$ cat config.mk
export PLATFORM = sky130hd
export DESIGN_NAME = transactional_ring_queue
export DESIGN_NICKNAME = d
export VERILOG_FILES = /design/src/rtl/trq_pkg.sv /design/src/rtl/trq_ram.sv /design/src/rtl/trq_ctrl.sv /design/src/rtl/trq_dp.sv /design/src/rtl/transactional_ring_queue.sv
export SDC_FILE = /design/constraint.sdc
export NUM_CORES = 2
export LEC_CHECK = 0
export BUFFER_PORTS_ARGS = -buffer_cell sky130_fd_sc_hd__buf_2
export CAP_MARGIN = 15
export CORE_MARGIN = 5
export CORE_UTILIZATION = 24
export CTS_CLUSTER_SIZE = 28
export DETAILED_ROUTE_END_ITERATION = 12
export PLACE_DENSITY_LB_ADDON = 0.25
export SLEW_MARGIN = 40
export SYNTH_ARGS = -nofsm -noshare
export SYNTH_HDL_FRONTEND = slang
export SYNTH_SLANG_ARGS = --single-unit
$ cat constraint.sdc
create_clock -name i_clk -period 9.7 [get_ports i_clk]
set_input_delay 2.425 -clock i_clk [delete_from_list [all_inputs] [get_ports i_clk]]
set_output_delay 2.425 -clock i_clk [all_outputs]
set_load 0.01 [all_outputs]
$ cat src/rtl/trq_pkg.sv
// Shared types and codes of the transactional ring queue.
// No dependencies.
package trq_pkg;

    localparam int CAPACITY_DEF   = 16;
    localparam int DATA_WIDTH_DEF = 64;
    localparam int SEQ_WIDTH_DEF  = 32;

    localparam int FUNC_W    = 2;
    localparam int STAT_W    = 3;
    localparam int SLOT_ST_W = 2;

    localparam logic [FUNC_W-1:0] FUNC_RESERVE = 2'd0;
    localparam logic [FUNC_W-1:0] FUNC_COMMIT  = 2'd1;
    localparam logic [FUNC_W-1:0] FUNC_ABORT   = 2'd2;
    localparam logic [FUNC_W-1:0] FUNC_CONSUME = 2'd3;

    localparam logic [SLOT_ST_W-1:0] SLOT_FREE      = 2'd0;
    localparam logic [SLOT_ST_W-1:0] SLOT_RESERVED  = 2'd1;
    localparam logic [SLOT_ST_W-1:0] SLOT_COMMITTED = 2'd2;
    localparam logic [SLOT_ST_W-1:0] SLOT_ABORTED   = 2'd3;

    localparam logic [STAT_W-1:0] STAT_RESERVED  = 3'd0;
    localparam logic [STAT_W-1:0] STAT_FULL      = 3'd1;
    localparam logic [STAT_W-1:0] STAT_APPLIED   = 3'd2;
    localparam logic [STAT_W-1:0] STAT_STALE     = 3'd3;
    localparam logic [STAT_W-1:0] STAT_DELIVERED = 3'd4;
    localparam logic [STAT_W-1:0] STAT_NONE      = 3'd5;
    localparam logic [STAT_W-1:0] STAT_SKIPPED   = 3'd6;
    localparam logic [STAT_W-1:0] STAT_FORCED    = 3'd7;

    typedef enum logic [1:0] {
        ST_CLEAR,
        ST_IDLE,
        ST_LOOK
    } t_state;

    typedef struct packed {
        logic clr_en;
        logic accept;
        logic exec;
    } t_cmd;

    typedef struct packed {
        logic in_valid;
        logic clr_last;
        logic out_free;
    } t_sts;

endpackage

$ cat src/rtl/trq_ram.sv
// Generic single-write, single-read RAM with registered read data.
// No dependencies.
module trq_ram #(
    parameter int WIDTH = 8,
    parameter int DEPTH = 16
) (
    input  logic                     i_clk,
    input  logic                     i_we,
    input  logic [$clog2(DEPTH)-1:0] i_waddr,
    input  logic [WIDTH-1:0]         i_wdata,
    input  logic                     i_re,
    input  logic [$clog2(DEPTH)-1:0] i_raddr,
    output logic [WIDTH-1:0]         o_rdata
);

    logic [WIDTH-1:0] r_mem [DEPTH];
    logic [WIDTH-1:0] r_rdata;

    always_ff @(posedge i_clk) begin
        if (i_we) begin
            r_mem[i_waddr] <= i_wdata;
        end
        if (i_re) begin
            r_rdata <= r_mem[i_raddr];
        end
    end

    assign o_rdata = r_rdata;

endmodule

$ cat src/rtl/trq_ctrl.sv
// Sequencing state machine of the transactional ring queue.
// Depends on trq_pkg.
module trq_ctrl (
    input  logic          i_clk,
    input  logic          i_rst_n,
    input  trq_pkg::t_sts i_sts,
    output trq_pkg::t_cmd o_cmd,
    output logic          o_in_ready
);
    import trq_pkg::*;

    t_state r_state;
    t_state n_state;

    always_ff @(posedge i_clk) begin
        if (!i_rst_n) begin
            r_state <= ST_CLEAR;
        end else begin
            r_state <= n_state;
        end
    end

    always_comb begin
        n_state    = r_state;
        o_cmd      = '0;
        o_in_ready = 1'b0;
        case (r_state)
            ST_CLEAR: begin
                o_cmd.clr_en = 1'b1;
                if (i_sts.clr_last) begin
                    n_state = ST_IDLE;
                end
            end
            ST_IDLE: begin
                o_in_ready = 1'b1;
                if (i_sts.in_valid) begin
                    o_cmd.accept = 1'b1;
                    n_state      = ST_LOOK;
                end
            end
            ST_LOOK: begin
                if (i_sts.out_free) begin
                    o_cmd.exec = 1'b1;
                    n_state    = ST_IDLE;
                end
            end
            default: begin
                n_state = ST_CLEAR;
            end
        endcase
    end

endmodule

$ cat src/rtl/trq_dp.sv
// Datapath: counters, slot index reduction, slot stores and result register.
// Depends on trq_pkg and trq_ram.
module trq_dp #(
    parameter int CAPACITY   = trq_pkg::CAPACITY_DEF,
    parameter int DATA_WIDTH = trq_pkg::DATA_WIDTH_DEF,
    parameter int SEQ_WIDTH  = trq_pkg::SEQ_WIDTH_DEF
) (
    input  logic                                           i_clk,
    input  logic                                           i_rst_n,
    input  trq_pkg::t_cmd                                  i_cmd,
    output trq_pkg::t_sts                                  o_sts,
    input  logic                                           i_in_valid,
    input  logic [trq_pkg::FUNC_W-1:0]                     i_in_user,
    input  logic [((SEQ_WIDTH+DATA_WIDTH+7)/8)*8-1:0]      i_in_data,
    input  logic                                           i_out_ready,
    output logic                                           o_out_valid,
    output logic [trq_pkg::STAT_W-1:0]                     o_out_user,
    output logic [((2*SEQ_WIDTH+DATA_WIDTH+7)/8)*8-1:0]    o_out_data
);
    import trq_pkg::*;

    localparam int IDX_W  = $clog2(CAPACITY);
    localparam int SLOT_W = SLOT_ST_W + SEQ_WIDTH;
    localparam int OUT_W  = ((2*SEQ_WIDTH+DATA_WIDTH+7)/8)*8;
    localparam bit POW2   = (CAPACITY & (CAPACITY - 1)) == 0;

    localparam logic [IDX_W-1:0]     IDX_LAST = IDX_W'(CAPACITY - 1);
    localparam logic [IDX_W:0]       CAP_EXT  = (IDX_W+1)'(CAPACITY);
    localparam logic [SEQ_WIDTH-1:0] CAP_SEQ  = SEQ_WIDTH'(CAPACITY);

    logic [SEQ_WIDTH-1:0]  in_seq;
    logic [DATA_WIDTH-1:0] in_dat;

    logic [FUNC_W-1:0]     r_func;
    logic [SEQ_WIDTH-1:0]  r_seq;
    logic [DATA_WIDTH-1:0] r_data;
    logic [IDX_W-1:0]      r_idx;
    logic [SEQ_WIDTH-1:0]  r_claim;
    logic [IDX_W-1:0]      r_claim_idx;
    logic [SEQ_WIDTH-1:0]  r_cons;
    logic [IDX_W-1:0]      r_cons_idx;
    logic [IDX_W-1:0]      r_clr_addr;

    logic                  r_out_valid;
    logic [STAT_W-1:0]     r_out_status;
    logic [SEQ_WIDTH-1:0]  r_out_seq;
    logic [DATA_WIDTH-1:0] r_out_data;
    logic [SEQ_WIDTH-1:0]  r_out_next;

    logic [IDX_W-1:0]      acc_idx;
    logic [IDX_W-1:0]      rd_addr;
    logic                  rd_en;
    logic [IDX_W-1:0]      win_off;
    logic [IDX_W:0]        win_sum;
    logic [IDX_W:0]        win_red;
    logic [IDX_W-1:0]      win_idx;
    logic [IDX_W-1:0]      seq_idx;

    logic [SLOT_W-1:0]     slot_q;
    logic [DATA_WIDTH-1:0] pay_q;
    logic [SLOT_ST_W-1:0]  q_st;
    logic [SEQ_WIDTH-1:0]  q_tag;

    logic                  slot_we;
    logic [SLOT_W-1:0]     slot_wd;
    logic                  pay_we;
    logic                  claim_inc;
    logic                  cons_inc;
    logic [STAT_W-1:0]     ex_status;
    logic [SEQ_WIDTH-1:0]  ex_seq;
    logic [DATA_WIDTH-1:0] ex_data;
    logic [SEQ_WIDTH-1:0]  used;

    logic [SEQ_WIDTH-1:0]  claim_nx;
    logic [SEQ_WIDTH-1:0]  cons_nx;
    logic [IDX_W-1:0]      claim_idx_nx;
    logic [IDX_W-1:0]      cons_idx_nx;

    logic                  ram_we;
    logic [IDX_W-1:0]      ram_waddr;
    logic [SLOT_W-1:0]     ram_wdata;

    assign in_seq = i_in_data[SEQ_WIDTH-1:0];
    assign in_dat = i_in_data[SEQ_WIDTH +: DATA_WIDTH];

    // commit/abort can only match a tag in [head, claim), so the slot is found from the
    // head slot; past the counter wrap the sequence is below CAPACITY and is its own slot
    assign win_off = in_seq[IDX_W-1:0] - r_cons[IDX_W-1:0];
    assign win_sum = {1'b0, r_cons_idx} + {1'b0, win_off};
    assign win_red = (win_sum >= CAP_EXT) ? (win_sum - CAP_EXT) : win_sum;
    assign win_idx = (in_seq < r_cons) ? in_seq[IDX_W-1:0] : win_red[IDX_W-1:0];
    assign seq_idx = POW2 ? in_seq[IDX_W-1:0] : win_idx;

    always_comb begin
        case (i_in_user)
            FUNC_RESERVE: acc_idx = r_claim_idx;
            FUNC_CONSUME: acc_idx = r_cons_idx;
            default:      acc_idx = seq_idx;
        endcase
    end

    assign rd_addr = acc_idx;
    assign rd_en   = i_cmd.accept;

    always_ff @(posedge i_clk) begin
        if (i_cmd.accept) begin
            r_func <= i_in_user;
            r_seq  <= in_seq;
            r_data <= in_dat;
        end
        if (rd_en) begin
            r_idx <= rd_addr;
        end
    end

    assign q_st  = slot_q[SEQ_WIDTH +: SLOT_ST_W];
    assign q_tag = slot_q[SEQ_WIDTH-1:0];
    assign used  = r_claim - r_cons;

    always_comb begin
        ex_status = STAT_NONE;
        ex_seq    = '0;
        ex_data   = '0;
        slot_we   = 1'b0;
        slot_wd   = slot_q;
        pay_we    = 1'b0;
        claim_inc = 1'b0;
        cons_inc  = 1'b0;
        case (r_func)
            FUNC_RESERVE: begin
                if (used >= CAP_SEQ || q_st != SLOT_FREE) begin
                    ex_status = STAT_FULL;
                end else begin
                    ex_status = STAT_RESERVED;
                    ex_seq    = r_claim;
                    slot_we   = 1'b1;
                    slot_wd   = {SLOT_RESERVED, r_claim};
                    claim_inc = 1'b1;
                end
            end
            FUNC_COMMIT, FUNC_ABORT: begin
                ex_seq = r_seq;
                if (q_st == SLOT_RESERVED && q_tag == r_seq) begin
                    ex_status = STAT_APPLIED;
                    slot_we   = 1'b1;
                    slot_wd   = {(r_func == FUNC_COMMIT) ? SLOT_COMMITTED : SLOT_ABORTED,
                                 q_tag};
                    pay_we    = (r_func == FUNC_COMMIT);
                end else begin
                    ex_status = STAT_STALE;
                end
            end
            FUNC_CONSUME: begin
                if (q_st != SLOT_FREE && q_tag == r_cons) begin
                    case (q_st)
                        SLOT_COMMITTED: begin
                            ex_status = STAT_DELIVERED;
                            ex_data   = pay_q;
                        end
                        SLOT_ABORTED: ex_status = STAT_SKIPPED;
                        default:      ex_status = STAT_FORCED;
                    endcase
                    ex_seq   = r_cons;
                    slot_we  = 1'b1;
                    slot_wd  = {SLOT_FREE, q_tag};
                    cons_inc = 1'b1;
                end
            end
            default: begin
                ex_status = STAT_NONE;
            end
        endcase
    end

    // index follows counter mod CAPACITY, also across the counter wrap
    assign claim_nx     = r_claim + SEQ_WIDTH'(1);
    assign cons_nx      = r_cons + SEQ_WIDTH'(1);
    assign claim_idx_nx = (claim_nx == '0 || r_claim_idx == IDX_LAST) ? '0
                        : r_claim_idx + IDX_W'(1);
    assign cons_idx_nx  = (cons_nx == '0 || r_cons_idx == IDX_LAST) ? '0
                        : r_cons_idx + IDX_W'(1);

    always_ff @(posedge i_clk) begin
        if (!i_rst_n) begin
            r_claim     <= '0;
            r_claim_idx <= '0;
            r_cons      <= '0;
            r_cons_idx  <= '0;
            r_clr_addr  <= '0;
        end else begin
            if (i_cmd.exec && claim_inc) begin
                r_claim     <= claim_nx;
                r_claim_idx <= claim_idx_nx;
            end
            if (i_cmd.exec && cons_inc) begin
                r_cons     <= cons_nx;
                r_cons_idx <= cons_idx_nx;
            end
            if (i_cmd.clr_en) begin
                r_clr_addr <= r_clr_addr + IDX_W'(1);
            end
        end
    end

    assign ram_we    = i_cmd.clr_en | (i_cmd.exec & slot_we);
    assign ram_waddr = i_cmd.clr_en ? r_clr_addr : r_idx;
    assign ram_wdata = i_cmd.clr_en ? '0 : slot_wd;

    trq_ram #(
        .WIDTH (SLOT_W),
        .DEPTH (CAPACITY)
    ) u_slot_ram (
        .i_clk   (i_clk),
        .i_we    (ram_we),
        .i_waddr (ram_waddr),
        .i_wdata (ram_wdata),
        .i_re    (rd_en),
        .i_raddr (rd_addr),
        .o_rdata (slot_q)
    );

    trq_ram #(
        .WIDTH (DATA_WIDTH),
        .DEPTH (CAPACITY)
    ) u_pay_ram (
        .i_clk   (i_clk),
        .i_we    (i_cmd.exec & pay_we),
        .i_waddr (r_idx),
        .i_wdata (r_data),
        .i_re    (rd_en),
        .i_raddr (rd_addr),
        .o_rdata (pay_q)
    );

    always_ff @(posedge i_clk) begin
        if (!i_rst_n) begin
            r_out_valid <= 1'b0;
        end else if (i_cmd.exec) begin
            r_out_valid <= 1'b1;
        end else if (i_out_ready) begin
            r_out_valid <= 1'b0;
        end
    end

    always_ff @(posedge i_clk) begin
        if (i_cmd.exec) begin
            r_out_status <= ex_status;
            r_out_seq    <= ex_seq;
            r_out_data   <= ex_data;
            r_out_next   <= cons_inc ? cons_nx : r_cons;
        end
    end

    assign o_out_valid = r_out_valid;
    assign o_out_user  = r_out_status;
    assign o_out_data  = OUT_W'({r_out_next, r_out_data, r_out_seq});

    assign o_sts.in_valid = i_in_valid;
    assign o_sts.clr_last = (r_clr_addr == IDX_LAST);
    assign o_sts.out_free = !r_out_valid | i_out_ready;

endmodule

$ cat src/rtl/transactional_ring_queue.sv
// The result register is loaded in the look state after the input transfer, when free.
// Items are handled one at a time: accept with slot store read, then slot
// read-modify-write and result load; a result held by the sink stalls the second step.
// Reset: a clearing pass over the slot store; no input transfer is
// taken until it completes. Counters and the result valid flag reset at once.
module transactional_ring_queue #(
    parameter int CAPACITY   = trq_pkg::CAPACITY_DEF,
    parameter int DATA_WIDTH = trq_pkg::DATA_WIDTH_DEF,
    parameter int SEQ_WIDTH  = trq_pkg::SEQ_WIDTH_DEF
) (
    input  logic                                        i_clk,
    input  logic                                        i_rst_n,
    input  logic                                        s_axis_tvalid,
    output logic                                        s_axis_tready,
    // seq, data
    input  logic [((SEQ_WIDTH+DATA_WIDTH+7)/8)*8-1:0]   s_axis_tdata,
    // func
    input  logic [trq_pkg::FUNC_W-1:0]                  s_axis_tuser,
    output logic                                        m_axis_tvalid,
    input  logic                                        m_axis_tready,
    // seq_out, data_out, next_consume
    output logic [((2*SEQ_WIDTH+DATA_WIDTH+7)/8)*8-1:0] m_axis_tdata,
    // status
    output logic [trq_pkg::STAT_W-1:0]                  m_axis_tuser
);
    import trq_pkg::*;

    t_cmd cmd;
    t_sts sts;
    logic in_ready;

    trq_ctrl u_ctrl (
        .i_clk      (i_clk),
        .i_rst_n    (i_rst_n),
        .i_sts      (sts),
        .o_cmd      (cmd),
        .o_in_ready (in_ready)
    );

    trq_dp #(
        .CAPACITY   (CAPACITY),
        .DATA_WIDTH (DATA_WIDTH),
        .SEQ_WIDTH  (SEQ_WIDTH)
    ) u_dp (
        .i_clk       (i_clk),
        .i_rst_n     (i_rst_n),
        .i_cmd       (cmd),
        .o_sts       (sts),
        .i_in_valid  (s_axis_tvalid),
        .i_in_user   (s_axis_tuser),
        .i_in_data   (s_axis_tdata),
        .i_out_ready (m_axis_tready),
        .o_out_valid (m_axis_tvalid),
        .o_out_user  (m_axis_tuser),
        .o_out_data  (m_axis_tdata)
    );

    assign s_axis_tready = in_ready;

endmodule

# Yosys cells after proc, flatten, opt, wreduce, memory -nomap -nowiden
# Memory sizes are Yosys's and may differ from the RTL's. A register that Yosys moved wholly into a read port is not among the register bits.
# Cells that the tools add are included.
# word_totals
reg_bits,312
output_inout_bits,133
latchBits,0
ram_bits,1568
mem_count,2
romBits,0
inputBits,102
# classes
addsub,6
n_shift,0
magnitude_cmp,1
n_reduce_logical,18
div_mod_pow,0
n_mul,0
n_bitwise,4
muxes,43
eq_ne,17
# memory_table
name,depth,word_bits,read_ports,rd_clocked_by_memory_dff,write_ports,line,rtl
u_dp.u_pay_ram.r_mem,16,64,1,1,1,trq_ram.sv:16,logic [WIDTH-1:0] r_mem [DEPTH];
u_dp.u_slot_ram.r_mem,16,34,1,1,1,trq_ram.sv:16,
# op_table
op,n
$mux 34,4
$pmux 34 s3,1
$mux 32,3
$pmux 32 s3,1
$add 32x1->32 const B,2
$eq 32x32->1,2
$logic_not 32->1,2
$ge 32x5->1 const B,1
$sub 32x32->32,1
$mux 1,22
$add 4x1->4 const B,3
$eq 2x2->1 const B,6
$eq 4x4->1 const B,3
$mux 4,3
$pmux 3 s3,1
$pmux 4 s2,1
$eq 2x1->1 const B,3
$logic_not 2->1,3
$mux 2,3
$ne 2x2->1 const B,3
$pmux 2 s3,1
$reduce_and 3->1,2
$logic_and 1x1->1,4
$pmux 2 s2,1
other kinds (8),13

# Longest topological paths before layout
# logic_depth
word_depth,9
ltp_mapped,17
depth_no_buf,14

# Cells and area by module
# Synthesis repeated with hierarchy kept, for this count alone.
# hier_totals
hier_cells,4295
hier_area_um2,79287.3
# by_module_without_submodules
module,area_per_inst_um2,n_inst,cells_each,seq_area_each_um2
trq_ram at u_dp.u_pay_ram,40223.6,1,1647,32671.3
trq_ram at u_dp.u_slot_ram,21416.8,1,888,17356.6
trq_dp,17531.8,1,1748,8538.2
trq_ctrl,115.1,1,12,40.0

# Worst setup path after synthesis
# OpenSTA, ideal clock, no wires.
# synth_timing
kind,in2reg
from,input m_axis_tready
to,"memory u_dp.u_pay_ram.r_mem[12][0] in the netlist's numbering, enable pin"
t_arrival_ns,9.376
path_slack_ns,-0.241
setup_ns,0.565
required_time_ns,9.135
path_buffers,0
stages,7
cell_sequence,nand2b_1 -> nand2b_1 -> clkinv_1 -> nand2_1 -> nor2_1 -> nand3_1 -> nor3_1
# synth_lines
item,line,rtl
"start, declared",transactional_ring_queue.sv:20,"input logic m_axis_tready,"
"end, declared",trq_ram.sv:16,

# Worst setup path in the final report
# layout_timing
from,register u_dp.r_cons[12]
to,"memory u_dp.u_slot_ram.r_mem[3][22] in the netlist's numbering, enable pin"
# layout_via
elab_chain_cells,9
word_cells_on_any_way,12
classes_between,add/sub: 1; order compare: 1; eq/ne: 1; mux: 5; bitwise: 2; reduce/logical: 2
# layout_rtl
item,line,rtl
"start, declared",trq_dp.sv:40,logic [SEQ_WIDTH-1:0] r_cons;
"start signal, assigned",trq_dp.sv:196,r_cons <= cons_nx;
$sub 32x32->32,trq_dp.sv:118,assign used = r_claim - r_cons;
$ge 32x5->1,trq_dp.sv:131,if (used >= CAP_SEQ || q_st != SLOT_FREE) begin
$logic_or 1x1->1,trq_dp.sv:131,
$mux 1,trq_dp.sv:131,
$pmux 1 s3 *,trq_dp.sv:129,case (r_func)
$and 1x1->1 *,trq_dp.sv:205,assign ram_we = i_cmd.clr_en | (i_cmd.exec & slot_we);
$or 1x1->1 *,trq_dp.sv:205,
$mux 1 *,trq_ram.sv:20,if (i_we) begin
$mux 1 (not written as such) *,trq_ram.sv:21,r_mem[i_waddr] <= i_wdata;
"end, declared",trq_ram.sv:16,
# Mark *: on every way between the ends. The rest lies on a longest branch, timed or not.

==> results.json <==
{
  "status": "complete, no violations",
  "first_pass_iters": 6,
  "cts_root_buf": "clkbuf_16",
  "timing.fmax_mhz": 156,
  "power.density_nw_per_um2": 190,
  "cts_buffers": 208,
  "worstPathArrival_ns": 6.87,
  "crit_type": "flip-flop to flip-flop",
  "drv_cap": 0,
  "maxSlewHeadroom": 0.381,
  "area_growth_pct": 18.0,
  "critical-path-max-stage-delay_ns": 0.56,
  "leakage_nw": 29.4,
  "grt_pass1_wl_mm": 331,
  "port_buffers": 234,
  "start_util": 0.241,
  "hpwl_mm": 139,
  "ys_types": 84,
  "mostFrequentLayoutCells": "edfxtp_1 (1899), mux4_2 (392), buf_2 (234), clkbuf_16 (212), nand2_1 (209)",
  "first_iter_violations": 3854,
  "place_congestion": 0.892,
  "clk_pin_slew_ns": 0.06,
  "drive_above_1_share": 0.244,
  "holdBufCountCts": 0,
  "post-cts-setup-buffers": 0,
  "finalCriticalPeriod_ns": 6.41,
  "dpl_cell_area_um2": 87900,
  "num_io_pins": 235,
  "synth-edff-count": 1899,
  "yosysWarnings": 0,
  "cts_tree": "done",
  "track_usage": 0.130,
  "drtAntennaViolNets": 0,
  "mostFrequentLayoutCell": "edfxtp_1",
  "synth_fp_nets": 4559,
  "path_cells": "inv_1, ha_1, a21oi_4, o21a_1, o2111ai_1, a211o_1, or4_1, or4_1, or4_4, nor4b_4, buf_4, o211ai_1, clkbuf_2, o31ai_4, clkbuf_8, buf_4",
  "syn_area_per_cell_um2": 18.2,
  "synth_cells": 4414,
  "hold_path.class": "flip-flop to flip-flop",
  "path_buf_inv": 5,
  "ctsResizeCount": 0,
  "die_area_um2": 346000,
  "cp_max_fo": 39,
  "tightest_slew_ns": 0.929,
  "critPathTopFamily": "simple AND/OR/NAND/NOR gates",
  "wl_per_cell_um": 25.2,
  "whs_ns": 0.487,
  "worstSkewPairLatency_ns": 0.91,
  "crit_slowest_cell": "dfxtp_1",
  "rsz0062_at_grt": "false",
  "cts.htree.levels": 4,
  "via_per_inst": 4.62,
  "synth_async_sr_flop_share": 0,
  "layout_worst_path_cycle_share": 0.661,
  "netlist_area_um2": 80200,
  "clock-sinks": 1978,
  "grt_overflow_total": 0,
  "first_global_vias": 43320,
  "fin_tns_setup_ns": 0,
  "cts.path.max_buffers": 4,
  "crit_path_end_kind": "flip-flop",
  "routed_wl_mm": 233,
  "hold_viol": 0,
  "chipHeight_um": 588,
  "finalInstanceArea_um2": 94600,
  "synth_ff_type": "edfxtp_1",
  "worstSetupStartpointType": "flip-flop",
  "core_area_um2": 333000,
  "num_rows": 212,
  "antenna_found_initial": 28,
  "required_ns": 10.15,
  "die-width_um": 588,
  "route.vias.total": 42819,
  "final_max_slew_viol_count": 0,
  "synth-seq-cells": 1978,
  "peakVddDrop_mv": 0.147,
  "ys_seq_area_frac": 0.731,
  "finClkSkew_ns": 0.125,
  "nNetsFinal": 4862,
  "grt_max_degree": 116,
  "setup_violations": 0,
  "drc_errors": 0
}
-- worst min-delay path, cell delays in order, from the launching register on --
cell and delay [ns]:
dfxtp_1 0.33, nand3_1 0.07, nand2_1 0.04
-- per-stage QoR --
step / setup slack (ns) / power [mW] / cells / util
after floorplan: 1.49 / 10.0 / 4414 / -
after global placement: 3.15 / 10.3 / 8861 / 0.261
after detailed placement: 3.07 / 10.3 / 8889 / 0.264
after CTS: 3.05 / 18.3 / 9262 / 0.284
after global routing: 3.05 / 18.6 / 9268 / 0.284
final: 3.29 / 18.0 / 9272 / 0.284
-- metal layers --
layer	vias to the layer above	GRT usage	share of wire
li1	18331	-	-
met2	1388	0.203	0.45
met4	6	0.0274	0.021
met1	22774	0.192	0.47
met5	-	0	0.00020
met3	320	0.0205	0.056
-- cells in the mapped netlist (all sizes together), types with 68 or more instances --
cell    number  area (um^2)
edfxtp    1899        57000
xnor2      107          937
and2       209         1310
mux2i      145         1450
nor2       114          428
dfxtp       79         1580
nand2      210          788
mux4       392         8830
clkbuf     209          785
buf         68          298
a21oi      143          731
a211oi     108          811
-- layout make-up --
cell class | instances | area, um^2
antenna | 5 | 12.5
clock buffer | 256 | 5510
clock inverter | 117 | 1130
fill | 33087 | 239000
inverter | 58 | 230
multi-input combinational | 2101 | 20800
sequential | 1978 | 58600
tap | 4387 | 5490
timing repair buffer | 370 | 2810
-- power breakdown --
part | switching (mW) | internal [mW]
clock network | 3.33 | 4.57
registers | 0.0123 | 9.30
logic | 0.423 | 0.361
total | 3.77 | 14.2
-- sequential cells by signal, summed over array words and instances (netlist names) --
name                     cells
u_dp.u_slot_ram.r_mem      544
u_dp.r_func                  2
u_dp.r_cons_idx              4
u_dp.r_cons                 32
u_dp.r_idx                   4
u_dp.u_slot_ram.o_rdata     34
u_ctrl.r_state               2
u_dp.r_claim                32
u_dp.r_out_next             32
u_dp.r_data                 64
u_dp.r_clr_addr              4
u_dp.r_seq                  32
u_dp.r_out_data             64
u_dp.o_out_valid             1
u_dp.r_claim_idx             4
u_dp.r_out_seq              32
u_dp.u_pay_ram.o_rdata      64
u_dp.u_pay_ram.r_mem      1024
u_dp.o_out_user              3
-- worst paths after layout --
check                 startpoint                      endpoint  slack, ns  cells after the start
max              u_dp.r_cons[12]  u_dp.u_slot_ram.r_mem[3][22]       3.29                     16
min reg2reg  u_dp.r_claim_idx[1]           u_dp.r_claim_idx[1]       0.49                      2
max reg2reg      u_dp.r_cons[12]  u_dp.u_slot_ram.r_mem[3][22]       3.29                     16
min          u_dp.r_claim_idx[1]           u_dp.r_claim_idx[1]       0.49                      2
-- cells by family after synthesis --
family | after synthesis | synth area share
AOI/OAI and AO/OA | 522 | 0.0450
xor gates and xnor gates | 155 | 0.0169
adders and majority gates | 43 | 0.00680
buffers and inverters | 335 | 0.0162
DFF | 1978 | 0.731
muxes | 539 | 0.128
and+or+nand+nor | 842 | 0.0556
Power figures use the tool's default switching activity.
